===== src/assert_macros.svh =====
// ---------------------------------------------------------------------------
// assert_macros.svh
// Clocked assertion helpers shared by the DFS block. They expand to nothing
// when SYNTHESIS is defined. They expect signals named clk and rst_n in scope.
// ---------------------------------------------------------------------------
`ifndef ASSERT_MACROS_SVH
`define ASSERT_MACROS_SVH

`ifndef SYNTHESIS
`define ASSERT_CLK(label, prop, msg) \
    label: assert property (@(posedge clk) disable iff (!rst_n) (prop)) else $error(msg);
`define ASSERT_NEVER(label, expr, msg) \
    label: assert property (@(posedge clk) disable iff (!rst_n) !(expr)) else $error(msg);
`else
`define ASSERT_CLK(label, prop, msg)
`define ASSERT_NEVER(label, expr, msg)
`endif

`endif


===== src/dfs_pkg.sv =====
// ---------------------------------------------------------------------------
// dfs_pkg
// Shared constants, types and command codes for the DFS visit-order block.
// ---------------------------------------------------------------------------
package dfs_pkg;

    localparam int MAX_NODES        = 16;
    localparam int NODE_W           = 4;
    localparam int ROW_W            = 16;
    localparam int CNT_W            = 5;
    localparam int DEPTH_W          = $clog2(MAX_NODES + 1);
    localparam int NODE_COUNT_RESET = 16;

    // command queue between front and back
    localparam int CMD_DEPTH  = 4;
    localparam int CMD_PTR_W  = $clog2(CMD_DEPTH);
    localparam int CMD_FILL_W = $clog2(CMD_DEPTH + 1);

    // req_type encoding on the input channel
    localparam logic REQ_LOAD = 1'b0;

    typedef logic [NODE_W-1:0] node_t;
    typedef logic [ROW_W-1:0]  row_t;

    typedef enum logic [1:0] {
        CMD_LOAD,
        CMD_WALK,
        CMD_BAD
    } cmd_kind_t;

    typedef struct packed {
        cmd_kind_t kind;
        node_t     row_index;
        row_t      row_bits;
        node_t     start_node;
    } cmd_t;

    typedef enum logic {
        ST_IDLE,
        ST_WALK
    } state_t;

endpackage


===== src/dfs_in_if.sv =====
// ---------------------------------------------------------------------------
// dfs_in_if
// Request channel: load an adjacency row or start a walk.
// ---------------------------------------------------------------------------
interface dfs_in_if;
    import dfs_pkg::*;

    logic  valid;
    logic  ready;
    logic  req_type;
    node_t row_index;
    row_t  row_bits;
    node_t start_node;

    modport source (output valid, output req_type, output row_index, output row_bits,
                    output start_node, input ready);
    modport sink   (input valid, input req_type, input row_index, input row_bits,
                    input start_node, output ready);
endinterface


===== src/dfs_out_if.sv =====
// ---------------------------------------------------------------------------
// dfs_out_if
// Result channel: nodes in depth-first preorder.
// ---------------------------------------------------------------------------
interface dfs_out_if;
    import dfs_pkg::*;

    logic  valid;
    logic  ready;
    node_t visited_node;
    logic  last;
    logic  bad_start;

    modport source (output valid, output visited_node, output last, output bad_start,
                    input ready);
    modport sink   (input valid, input visited_node, input last, input bad_start,
                    output ready);
endinterface


===== src/dfs_front.sv =====
// ---------------------------------------------------------------------------
// dfs_front
// Accepts request items, classifies them and queues commands for the back end.
// ---------------------------------------------------------------------------
`include "assert_macros.svh"

module dfs_front (
    input  logic                        clk,
    input  logic                        rst_n,
    dfs_in_if.sink                      in_ch,
    input  logic [dfs_pkg::CNT_W-1:0]   node_count_used,
    output logic                        cmd_valid,
    output dfs_pkg::cmd_t               cmd,
    input  logic                        cmd_pop
);
    import dfs_pkg::*;

    cmd_t                  queue_mem [CMD_DEPTH];
    logic [CMD_PTR_W-1:0]  wr_ptr_reg, wr_ptr_next;
    logic [CMD_PTR_W-1:0]  rd_ptr_reg, rd_ptr_next;
    logic [CMD_FILL_W-1:0] fill_reg, fill_next;
    logic                  push;
    cmd_t                  new_cmd;

    assign in_ch.ready = (fill_reg != CMD_FILL_W'(CMD_DEPTH));
    assign push        = in_ch.valid && in_ch.ready;
    assign cmd_valid   = (fill_reg != '0);
    assign cmd         = queue_mem[rd_ptr_reg];

    always_comb
    begin
        new_cmd.row_index  = in_ch.row_index;
        new_cmd.row_bits   = in_ch.row_bits;
        new_cmd.start_node = in_ch.start_node;
        if (in_ch.req_type == REQ_LOAD)
        begin
            new_cmd.kind = CMD_LOAD;
        end
        else if (CNT_W'(in_ch.start_node) >= node_count_used)
        begin
            new_cmd.kind = CMD_BAD;
        end
        else
        begin
            new_cmd.kind = CMD_WALK;
        end
    end

    always_comb
    begin
        wr_ptr_next = wr_ptr_reg;
        rd_ptr_next = rd_ptr_reg;
        fill_next   = fill_reg;
        if (push)
        begin
            wr_ptr_next = wr_ptr_reg + 1'b1;
        end
        if (cmd_pop)
        begin
            rd_ptr_next = rd_ptr_reg + 1'b1;
        end
        if (push && !cmd_pop)
        begin
            fill_next = fill_reg + 1'b1;
        end
        else if (!push && cmd_pop)
        begin
            fill_next = fill_reg - 1'b1;
        end
    end

    always_ff @(posedge clk or negedge rst_n)
    begin
        if (!rst_n)
        begin
            wr_ptr_reg <= '0;
            rd_ptr_reg <= '0;
            fill_reg   <= '0;
        end
        else
        begin
            wr_ptr_reg <= wr_ptr_next;
            rd_ptr_reg <= rd_ptr_next;
            fill_reg   <= fill_next;
        end
    end

    always_ff @(posedge clk)
    begin
        if (push)
        begin
            queue_mem[wr_ptr_reg] <= new_cmd;
        end
    end

    `ASSERT_CLK(a_fill_bound, fill_reg <= CMD_FILL_W'(CMD_DEPTH), "command queue overfilled")
    `ASSERT_NEVER(a_pop_empty, cmd_pop && (fill_reg == '0), "pop from empty command queue")

endmodule


===== src/dfs_back.sv =====
// ---------------------------------------------------------------------------
// dfs_back
// Executes queued commands: row writes, bad-start results and the
// depth-first walk with its path stack, visited mask and output register.
// ---------------------------------------------------------------------------
`include "assert_macros.svh"

module dfs_back (
    input  logic                        clk,
    input  logic                        rst_n,
    input  logic                        cmd_valid,
    input  dfs_pkg::cmd_t               cmd,
    output logic                        cmd_pop,
    input  dfs_pkg::row_t               live_mask,
    dfs_out_if.source                   out_ch
);
    import dfs_pkg::*;

    state_t               state_reg, state_next;
    row_t                 adj_mem   [MAX_NODES];
    node_t                stack_mem [MAX_NODES];
    node_t                top_reg;
    node_t                pend_reg;
    logic [DEPTH_W-1:0]   depth_reg;
    row_t                 visited_reg;
    logic                 out_valid_reg;
    node_t                out_node_reg;
    logic                 out_last_reg;
    logic                 out_bad_reg;

    row_t                 edges;
    logic                 found;
    node_t                next_node;
    logic                 slot_free;
    logic                 depth_is_one;
    logic [DEPTH_W-1:0]   push_pos;
    logic [DEPTH_W-1:0]   below_pos;

    logic                 adj_we;
    logic                 do_init;
    logic                 do_clear;
    logic                 do_push;
    logic                 do_pop;
    logic                 do_done;
    logic                 emit;
    node_t                emit_node;
    logic                 emit_last;
    logic                 emit_bad;

    assign edges        = adj_mem[top_reg] & live_mask & ~visited_reg;
    assign found        = |edges;
    assign slot_free    = !out_valid_reg || out_ch.ready;
    assign depth_is_one = (depth_reg == DEPTH_W'(1));
    assign push_pos     = depth_reg - DEPTH_W'(1);
    assign below_pos    = depth_reg - DEPTH_W'(2);

    // lowest-index unvisited neighbor
    always_comb
    begin
        next_node = '0;
        for (int i = ROW_W - 1; i >= 0; i--)
        begin
            if (edges[i])
            begin
                next_node = NODE_W'(i);
            end
        end
    end

    always_comb
    begin
        state_next = state_reg;
        case (state_reg)
            ST_IDLE:
            begin
                if (cmd_valid && (cmd.kind == CMD_WALK))
                begin
                    state_next = ST_WALK;
                end
            end
            ST_WALK:
            begin
                if (!found && depth_is_one && slot_free)
                begin
                    state_next = ST_IDLE;
                end
            end
            default:
            begin
                state_next = ST_IDLE;
            end
        endcase
    end

    always_comb
    begin
        cmd_pop   = 1'b0;
        adj_we    = 1'b0;
        do_init   = 1'b0;
        do_clear  = 1'b0;
        do_push   = 1'b0;
        do_pop    = 1'b0;
        do_done   = 1'b0;
        emit      = 1'b0;
        emit_node = pend_reg;
        emit_last = 1'b0;
        emit_bad  = 1'b0;
        case (state_reg)
            ST_IDLE:
            begin
                if (cmd_valid)
                begin
                    case (cmd.kind)
                        CMD_LOAD:
                        begin
                            cmd_pop = 1'b1;
                            adj_we  = 1'b1;
                        end
                        CMD_WALK:
                        begin
                            cmd_pop = 1'b1;
                            do_init = 1'b1;
                        end
                        CMD_BAD:
                        begin
                            if (slot_free)
                            begin
                                cmd_pop   = 1'b1;
                                do_clear  = 1'b1;
                                emit      = 1'b1;
                                emit_node = '0;
                                emit_last = 1'b1;
                                emit_bad  = 1'b1;
                            end
                        end
                        default:
                        begin
                            cmd_pop = 1'b1;
                        end
                    endcase
                end
            end
            ST_WALK:
            begin
                if (found)
                begin
                    // previous node is known not to be last once a new one appears
                    if (slot_free)
                    begin
                        emit    = 1'b1;
                        do_push = 1'b1;
                    end
                end
                else if (depth_is_one)
                begin
                    if (slot_free)
                    begin
                        emit      = 1'b1;
                        emit_last = 1'b1;
                        do_done   = 1'b1;
                    end
                end
                else
                begin
                    do_pop = 1'b1;
                end
            end
            default:
            begin
            end
        endcase
    end

    always_ff @(posedge clk or negedge rst_n)
    begin
        if (!rst_n)
        begin
            state_reg     <= ST_IDLE;
            depth_reg     <= '0;
            visited_reg   <= '0;
            out_valid_reg <= 1'b0;
        end
        else
        begin
            state_reg <= state_next;
            if (do_init)
            begin
                depth_reg   <= DEPTH_W'(1);
                visited_reg <= ROW_W'(1) << cmd.start_node;
            end
            else if (do_clear)
            begin
                visited_reg <= '0;
            end
            else if (do_push)
            begin
                depth_reg   <= depth_reg + DEPTH_W'(1);
                visited_reg <= visited_reg | (ROW_W'(1) << next_node);
            end
            else if (do_pop)
            begin
                depth_reg <= depth_reg - DEPTH_W'(1);
            end
            else if (do_done)
            begin
                depth_reg <= '0;
            end
            if (emit)
            begin
                out_valid_reg <= 1'b1;
            end
            else if (out_ch.ready)
            begin
                out_valid_reg <= 1'b0;
            end
        end
    end

    always_ff @(posedge clk)
    begin
        if (adj_we)
        begin
            adj_mem[cmd.row_index] <= cmd.row_bits;
        end
        if (do_init)
        begin
            top_reg  <= cmd.start_node;
            pend_reg <= cmd.start_node;
        end
        else if (do_push)
        begin
            stack_mem[push_pos[NODE_W-1:0]] <= top_reg;
            top_reg  <= next_node;
            pend_reg <= next_node;
        end
        else if (do_pop)
        begin
            top_reg <= stack_mem[below_pos[NODE_W-1:0]];
        end
        if (emit)
        begin
            out_node_reg <= emit_node;
            out_last_reg <= emit_last;
            out_bad_reg  <= emit_bad;
        end
    end

    assign out_ch.valid        = out_valid_reg;
    assign out_ch.visited_node = out_node_reg;
    assign out_ch.last         = out_last_reg;
    assign out_ch.bad_start    = out_bad_reg;

    `ASSERT_CLK(a_walk_depth, (state_reg == ST_WALK) |-> (depth_reg != '0), "walk with empty path")
    `ASSERT_CLK(a_top_visited, (state_reg == ST_WALK) |-> visited_reg[top_reg], "top not visited")
    `ASSERT_CLK(a_depth_bound, depth_reg <= DEPTH_W'(MAX_NODES), "path stack overflow")
    `ASSERT_CLK(a_last_idle, (emit && emit_last) |=> (state_reg == ST_IDLE), "last item but busy")

endmodule


===== src/dfs_visit_order_unit.sv =====
// ---------------------------------------------------------------------------
// dfs_visit_order_unit
// Depth-first walk over a stored 16x16 adjacency matrix, preorder output.
// ---------------------------------------------------------------------------
//  channel   dir   handshake      payload
//  in_ch     in    valid/ready    req_type, row_index, row_bits, start_node
//  out_ch    out   valid/ready    visited_node, last, bad_start
//  cfg       in    cfg_we         cfg_wdata = node_count
//
//  A load item is written to the matrix once it reaches the queue head and the
//  back end is idle. A walk sets up, then for each newly discovered node sends
//  the previous one and pushes the new one, or backtracks, and finally sends
//  the final node, each step set by the single adjacency-row read at the top
//  of the path stack. The front takes an item per cycle while its 4-entry
//  command queue has room; an out_ch stall holds the back end at its next
//  result, while backtracks still go on.
//  Reset: node_count = 16, queue empty, back end idle; matrix rows are
//  undefined until loaded.
// ---------------------------------------------------------------------------
module dfs_visit_order_unit (
    input  logic                        clk,
    input  logic                        rst_n,
    dfs_in_if.sink                      in_ch,
    dfs_out_if.source                   out_ch,
    input  logic                        cfg_we,
    input  logic [dfs_pkg::CNT_W-1:0]   cfg_wdata
);
    import dfs_pkg::*;

    logic [CNT_W-1:0] node_count_reg;
    logic [CNT_W-1:0] count_used;
    row_t             live_mask;
    logic             cmd_valid;
    cmd_t             cmd;
    logic             cmd_pop;

    // node count register; the user must write it only while the block is idle (not enforced by the block)
    always_ff @(posedge clk or negedge rst_n)
    begin
        if (!rst_n)
        begin
            node_count_reg <= CNT_W'(NODE_COUNT_RESET);
        end
        else if (cfg_we)
        begin
            node_count_reg <= cfg_wdata;
        end
    end

    // counts above the matrix size saturate
    assign count_used = (node_count_reg > CNT_W'(MAX_NODES)) ? CNT_W'(MAX_NODES)
                                                              : node_count_reg;

    // edges to nodes at or above the count in use are masked off
    always_comb
    begin
        for (int i = 0; i < ROW_W; i++)
        begin
            live_mask[i] = (CNT_W'(i) < count_used);
        end
    end

    // front: accept, classify (load / walk / bad start), queue
    dfs_front u_front (
        .clk             (clk),
        .rst_n           (rst_n),
        .in_ch           (in_ch),
        .node_count_used (count_used),
        .cmd_valid       (cmd_valid),
        .cmd             (cmd),
        .cmd_pop         (cmd_pop)
    );

    // back: matrix storage, walk engine and output register
    dfs_back u_back (
        .clk       (clk),
        .rst_n     (rst_n),
        .cmd_valid (cmd_valid),
        .cmd       (cmd),
        .cmd_pop   (cmd_pop),
        .live_mask (live_mask),
        .out_ch    (out_ch)
    );

endmodule


===== src/flat_wrapper.sv =====
// flat-port wrapper written by rule: the top's interface ports become plain ports
module dfs_visit_order_unit_flat import dfs_pkg::*;
  (clk, rst_n, cfg_we, cfg_wdata, in_ch_valid, in_ch_req_type, in_ch_row_index, in_ch_row_bits, in_ch_start_node, in_ch_ready, out_ch_valid, out_ch_visited_node, out_ch_last, out_ch_bad_start, out_ch_ready);
  dfs_in_if in_ch_i ();
  dfs_out_if out_ch_i ();
  input  logic clk;
  input  logic rst_n;
  input  logic cfg_we;
  input  logic [dfs_pkg::CNT_W-1:0] cfg_wdata;
  input wire logic [$bits(in_ch_i.valid)-1:0] in_ch_valid;
  input wire logic [$bits(in_ch_i.req_type)-1:0] in_ch_req_type;
  input wire logic [$bits(in_ch_i.row_index)-1:0] in_ch_row_index;
  input wire logic [$bits(in_ch_i.row_bits)-1:0] in_ch_row_bits;
  input wire logic [$bits(in_ch_i.start_node)-1:0] in_ch_start_node;
  output wire logic [$bits(in_ch_i.ready)-1:0] in_ch_ready;
  output wire logic [$bits(out_ch_i.valid)-1:0] out_ch_valid;
  output wire logic [$bits(out_ch_i.visited_node)-1:0] out_ch_visited_node;
  output wire logic [$bits(out_ch_i.last)-1:0] out_ch_last;
  output wire logic [$bits(out_ch_i.bad_start)-1:0] out_ch_bad_start;
  input wire logic [$bits(out_ch_i.ready)-1:0] out_ch_ready;
  assign in_ch_i.valid = in_ch_valid;
  assign in_ch_i.req_type = in_ch_req_type;
  assign in_ch_i.row_index = in_ch_row_index;
  assign in_ch_i.row_bits = in_ch_row_bits;
  assign in_ch_i.start_node = in_ch_start_node;
  assign in_ch_ready = in_ch_i.ready;
  assign out_ch_valid = out_ch_i.valid;
  assign out_ch_visited_node = out_ch_i.visited_node;
  assign out_ch_last = out_ch_i.last;
  assign out_ch_bad_start = out_ch_i.bad_start;
  assign out_ch_i.ready = out_ch_ready;
  dfs_visit_order_unit u_core (.clk(clk), .rst_n(rst_n), .in_ch(in_ch_i), .out_ch(out_ch_i), .cfg_we(cfg_we), .cfg_wdata(cfg_wdata));
endmodule

===== config.mk =====
export PLATFORM = sky130hd
export DESIGN_NAME = dfs_visit_order_unit_flat
export DESIGN_NICKNAME = d
export VERILOG_FILES = /design/src/dfs_pkg.sv /design/src/dfs_in_if.sv /design/src/dfs_out_if.sv /design/src/dfs_front.sv /design/src/dfs_back.sv /design/src/dfs_visit_order_unit.sv /design/src/flat_wrapper.sv
export VERILOG_INCLUDE_DIRS = /design/src /design/src/src
export SDC_FILE = /design/constraint.sdc
export NUM_CORES = 1
export LEC_CHECK = 0
export BUFFER_PORTS_ARGS = -buffer_cell sky130_fd_sc_hd__buf_4
export CORE_MARGIN = 2
export CORE_UTILIZATION = 62
export DETAILED_ROUTE_END_ITERATION = 10
export HOLD_SLACK_MARGIN = 0.1
export PLACE_DENSITY = 0.79
export RECOVER_POWER = 100
export SLEW_MARGIN = 20
export SYNTH_ARGS = -nofsm -noshare
export SYNTH_HDL_FRONTEND = slang
export SYNTH_HIERARCHICAL = 1
export SYNTH_SLANG_ARGS = --single-unit
export TNS_END_PERCENT = 1

===== constraint.sdc =====
create_clock -name clk -period 3.7 [get_ports clk]
set_clock_uncertainty 0.15 [all_clocks]
set_input_delay 0 -clock clk [delete_from_list [all_inputs] [get_ports clk]]
set_output_delay 0 -clock clk [all_outputs]
set_load 0.01 [all_outputs]

# --- Word level (Yosys, flattened, before mapping) ---
# Memory sizes are Yosys's and may differ from the RTL's. A register that Yosys moved wholly into a read port is not among the register bits.
# Cells that the tools add are included.
word_totals:
  inputBits: 35
  latchBits: 0
  ram_bits: 424
  mem_bits_ro: 0
  register_bits: 49
  out_inout_bits: 8
  mem_count: 3
mem_list:
  columns: ["name", "words", "word_bits", "rd", "rd_ports_with_merged_regs", "wr", "line", "rtl"]
  rows:
  - ["u_core.u_back.adj_mem", 16, 16, 1, 1, 1, "dfs_back.sv:20", "row_t adj_mem [MAX_NODES];"]
  - ["u_core.u_front.queue_mem", 4, 26, 1, 0, 1, "dfs_front.sv:18", "cmd_t queue_mem [CMD_DEPTH];"]
  - ["u_core.u_back.stack_mem", 16, 4, 1, 0, 1, "dfs_back.sv:21", "node_t stack_mem [MAX_NODES];"]
classes:
  n_addsub: 7
  n_mul: 0
  n_eq_ne: 5
  n_lt_le_gt_ge: 18
  shift: 2
  bitwise_logic: 5
  div: 0
  muxes: 75
  reduce_logical: 21
ops:
  columns: ["operator", "n"]
  rows:
  - ["2-to-1 mux 4 bit", 26]
  - ["2-to-1 mux 16 bit", 3]
  - ["less-than comparator 4 x 5 -> 1 bit (first input constant)", 8]
  - ["2-to-1 mux 1 bit", 33]
  - ["AND 16 bit", 2]
  - ["<< shifter 1 x 4 -> 16 bit (first input constant)", 2]
  - ["2-to-1 mux 5 bit", 6]
  - ["less-than comparator 3 x 5 -> 1 bit (first input constant)", 4]
  - ["inverter 16 bit", 1]
  - ["bitwise OR 16 bit", 1]
  - ["OR reduction 16 bit", 1]
  - ["less-than comparator 1 x 5 -> 1 bit (first input constant)", 2]
  - ["less-than comparator 2 x 5 -> 1 bit (first input constant)", 2]
  - ["nonzero test 3 bit", 3]
  - ["logical AND 1 bit", 6]
  - ["2-to-1 mux 3 bit", 2]
  - ["one-hot mux 1 bit (2 select lines)", 3]
  - ["nonzero test 2 bit", 3]
  - ["adder 5 x 1 -> 5 bit (second input constant)", 1]
  - ["equality test 5 x 1 -> 1 bit (second input constant)", 1]
  - [">= comparator 4 x 5 -> 1 bit", 1]
  - ["greater-than comparator 5 bit (second input constant)", 1]
  - ["subtractor 5 x 1 -> 5 bit (second input constant)", 1]
  - ["adder 2 x 1 -> 2 bit (second input constant)", 2]
  - ["14 further kinds", 18]

# --- Depth between registers and ports, before layout ---
depth:
  word_depth: 26
  ltp_mapped: 13
  ltp_nobuf: 11

# --- Hierarchy ---
# Netlist, hierarchy kept.
modules_own_cells:
  columns: ["module", "n_inst", "seq_area_each_um2", "cells_each", "area_per_inst_um2"]
  rows:
  - ["dfs_back", 1, 10685.2, 950, 15204.6]
  - ["dfs_front", 1, 3298.2, 185, 4317.9]
  - ["dfs_visit_order_unit", 1, 126.4, 43, 364.1]

# --- Least setup slack after synthesis ---
# OpenSTA, ideal clock, no wires.
synth_path:
  kind: "reg-to-reg"
  from: "reg u_core.u_front.rd_ptr_reg[0]"
  to: "mem u_core/u_back/adj_mem[0][0] in the netlist's numbering (enable)"
  arrival_time_ns: 2.766
  setup_slack_ns: 0.374
  required_ns: 3.141
  n_path_buf: 1
  path_stages_with_launch: 6
  setup_time_ns: 0.409
  path_cell_list: "dfrtp_1 > buf_6 > mux4_1 > nor4_1 > nand2b_1 > nor3_1"
synth_rtl:
  columns: ["element", "line", "rtl"]
  rows:
  - ["from (decl)", "dfs_front.sv:20", "logic [CMD_PTR_W-1:0] rd_ptr_reg, rd_ptr_next;"]
  - ["from (signal assigned)", "dfs_front.sv:83", "rd_ptr_reg <= rd_ptr_next;"]
  - ["to (decl)", "dfs_back.sv:20", null]

==> impl_metrics.toml <==
[placed_design]
place_inst = 1632
placed_area_um2 = 21000
dp_hpwl_mm = 26.8
io_buffers = 42
gp_congestion = 0.866

[logic_synthesis]
yosys_warnings = 6
ys_seq_elements = 477
synthTopCellsByArea = "edfxtp_1 (66%), mux2i_1 (6.3%), mux4_2 (4.3%)"
synthFlopType = "edfxtp_1"
synth_edf_count = 438
synth.distinct_cells = 79
ys_seq_area_share_pct = 71.0
postSynthAreaPerCell_um2 = 16.9
synth_cells = 1178
netlist.area_leader.share_pct = 66.1
async_flop_share_pct = 7.34
synth_nets = 1232
synthesis.area_um2 = 19900
synth_top_area_cell = "edfxtp_1"

[outcome]
outcome = "complete, but fails checks"
violations = "max-capacitance violations, max-slew violations"

[die]
ios = 43
dieArea_um2 = 33500
die_y_um = 183
start_util_pct = 63.0
die_x_um = 183
num_rows = 65
coreArea_um2 = 31600

[power]
peakVddDrop_uv = 630
p_int_w = 0.0128
comb_power_share_pct = 35.7
p_seq_share_pct = 39.9
power_frac_clock_pct = 24.5
powerDensity_nw_per_um2 = 845
p_leak_nw = 8.19
swShare_pct = 34.2
netSwitchingPower_w = 0.00666

[timing]
slew_violations = 89
maxSlewHeadroom_pct = -29.2
timing.final.hold_violations = 0
max_freq_ghz = 0.279
period_minus_slack_ns = 3.59
worst_pin_slew_ns = 1.94
period_share_pct = 96.9
fin_tns_setup_ns = 0
grt_setup_unrepaired = "no"
setup_viol = 0

[clock_network]
cts_tree = "built"
cts_sinks = 477
clk_pin_slew_ns = 0.06
cts_made_buffers = 47
clk_path_buf_depth = 3
cts-root-buf = "clkbuf_16"
htree_levels = 2
clk_latency_ns = 0.56

[route]
drt_iter0_drc = 1566
first_pass_iters = 7
ant_nets = 0
wl_per_cell_um = 26.6
drc = 0
vias = 11700
avgViaCountPerCell = 6.56
routed_wl_mm = 47.5

[layout]
antenna_cells = 0
final_cell_mix = "edfxtp_1 (438), mux2i_1 (126), dlygate4sd3_1 (66)"
stdcell_area_um2 = 23100
nNetsFinal = 1400
largest_reg_flops = 256
area_growth_pct = 16.0
layout.cells.most_common = "edfxtp_1"
stdcell_count = 1787
drive_gt1_share_pct = 16.9
regMostFlops = "u_core/u_back/adj_mem"

[grt]
antenna_found_initial = 0
grt_pass1_wl_mm = 72.3
grt_pass1_vias = 12000
grt_max_degree = 46
grtUsageTotal_pct = 29.2
overflow = 0

[job]
cap_violations = 3

[critical_path]
critical_path.top_delay_family = "simple AND/OR/NAND/NOR gates"
crit_required_ns = 3.73
critPathCaptureType = "register"
critical_path_class = "register to register"
start_kind = "register"
cp_num_buf_inv = 2
crit_chain = "clkbuf_1, mux4_2, nor4_1, nand2b_1, nor3_1, clkbuf_2"
crit_fanout = 16
crit_arrival_ns = 3.61
cp_slowest_stage_delay_ns = 0.62
slowest_stage = "mux4_2"

[worst_hold_path]
worst_hold_path_type = "primary input to register"
[logic make-up (layout without fill, tap and decap cells)]
family | count (synthesis) | count (layout) | share of synthesized area [%]
compound gates | 167 | 167 | 6.05
simple gates | 249 | 249 | 6.76
buf+inv | 73 | 280 | 2.20
fa+ha+maj | 19 | 19 | 1.23
flops | 477 | 477 | 71.0
xor+xnor | 10 | 10 | 0.440
mux | 183 | 183 | 12.4
[synth_stat cells (6+ instances only)]
cell,n
mux2_2,7
nor2_1,50
o21ai_0,22
nor2b_1,7
buf_4,12
buf_2,15
nand3_1,18
nand3b_1,17
dfrtp_1,34
and2_1,13
nand2_1,54
mux4_1,8
edfxtp_1,438
mux4_2,38
nand2b_1,21
buf_6,9
nor3_1,14
ha_1,18
a221o_1,7
inv_1,20
a22oi_1,55
mux2i_1,126
o211ai_1,7
o22ai_1,6
and3_1,18
clkbuf_1,13
a21oi_1,26
[layout make-up]
type | count | area, um2
timing repair buffer | 172 | 1470
multi-input combinational | 628 | 5350
sequential | 477 | 14100
clock buffer | 54 | 1210
clock inverter | 34 | 342
fill | 1806 | 8490
inverter | 20 | 75.1
tap | 402 | 503
[metrics by stage]
step | setup slack (ns) | util [%] | total power [W] | hold WS, ns
after CTS | 0.124 | 73.6 | 0.0194 | 0.125
after detailed placement | 0.129 | 66.5 | 0.0146 | -0.160
after global placement | 0.234 | 66.5 | 0.0144 | -0.160
after global routing | 0.00163 | 73.1 | 0.0203 | 0.173
final | 0.114 | 73.1 | 0.0195 | 0.140
after floorplan | 0.374 | - | 0.0124 | -0.446
[worst paths after layout]
kind | startpoint | end | slack (ns) | depth (start not counted)
max in group asynchronous | rst_n | u_core/node_count_reg[2]$_DFFE_PN0P_ | 0.96 | 4
max | u_core/u_front/rd_ptr_reg[0]$_DFFE_PN0P_ | u_core/u_back/adj_mem[0][0]$_DFFE_PP_ | 0.11 | 6
min in group asynchronous | rst_n | u_core/node_count_reg[4]$_DFFE_PN1P_ | 0.46 | 3
max reg2reg | u_core/u_front/rd_ptr_reg[0]$_DFFE_PN0P_ | u_core/u_back/adj_mem[0][0]$_DFFE_PP_ | 0.11 | 6
min reg2reg | u_core/u_back/visited_reg[2]$_DFFE_PN0P_ | u_core/u_back/visited_reg[2]$_DFFE_PN0P_ | 0.37 | 2
min | cfg_we | u_core/node_count_reg[0]$_DFFE_PN0P_ | 0.14 | 3
[power by group through the flow]
stage	Clock, W	Sequential (W)	Combinational [W]
final	0.00477	0.00776	0.00695
after global routing	0.00503	0.00782	0.00747
after CTS	0.00478	0.00773	0.00692
after detailed placement	0	0.00782	0.00679
after global placement	0	0.00777	0.00666
after floorplan	0	0.00766	0.00472
[repair_timing]
item,CTS,global route
buffers inserted,0,0
hold buffers,67,0
resized for setup,0,4
endpoints found under the hold margin,161,0
endpoints found under the setup margin,0,74
[worst min-delay path, stage by stage]
cell and delay [ns]:
buf_4 0.13, mux2_1 0.14, dlygate4sd3_1 0.53
[routing by layer]
layer  routed length [um]  vias to the layer above  GRT usage (%)
met4                 1980                        0           11.8
met2                23500                      699           48.8
met1                18100                     5861           38.8
met5                    0                        -              0
met3                 3950                      140           4.88
li1                     -                     5017              -
(Power assumes the default switching activity.)
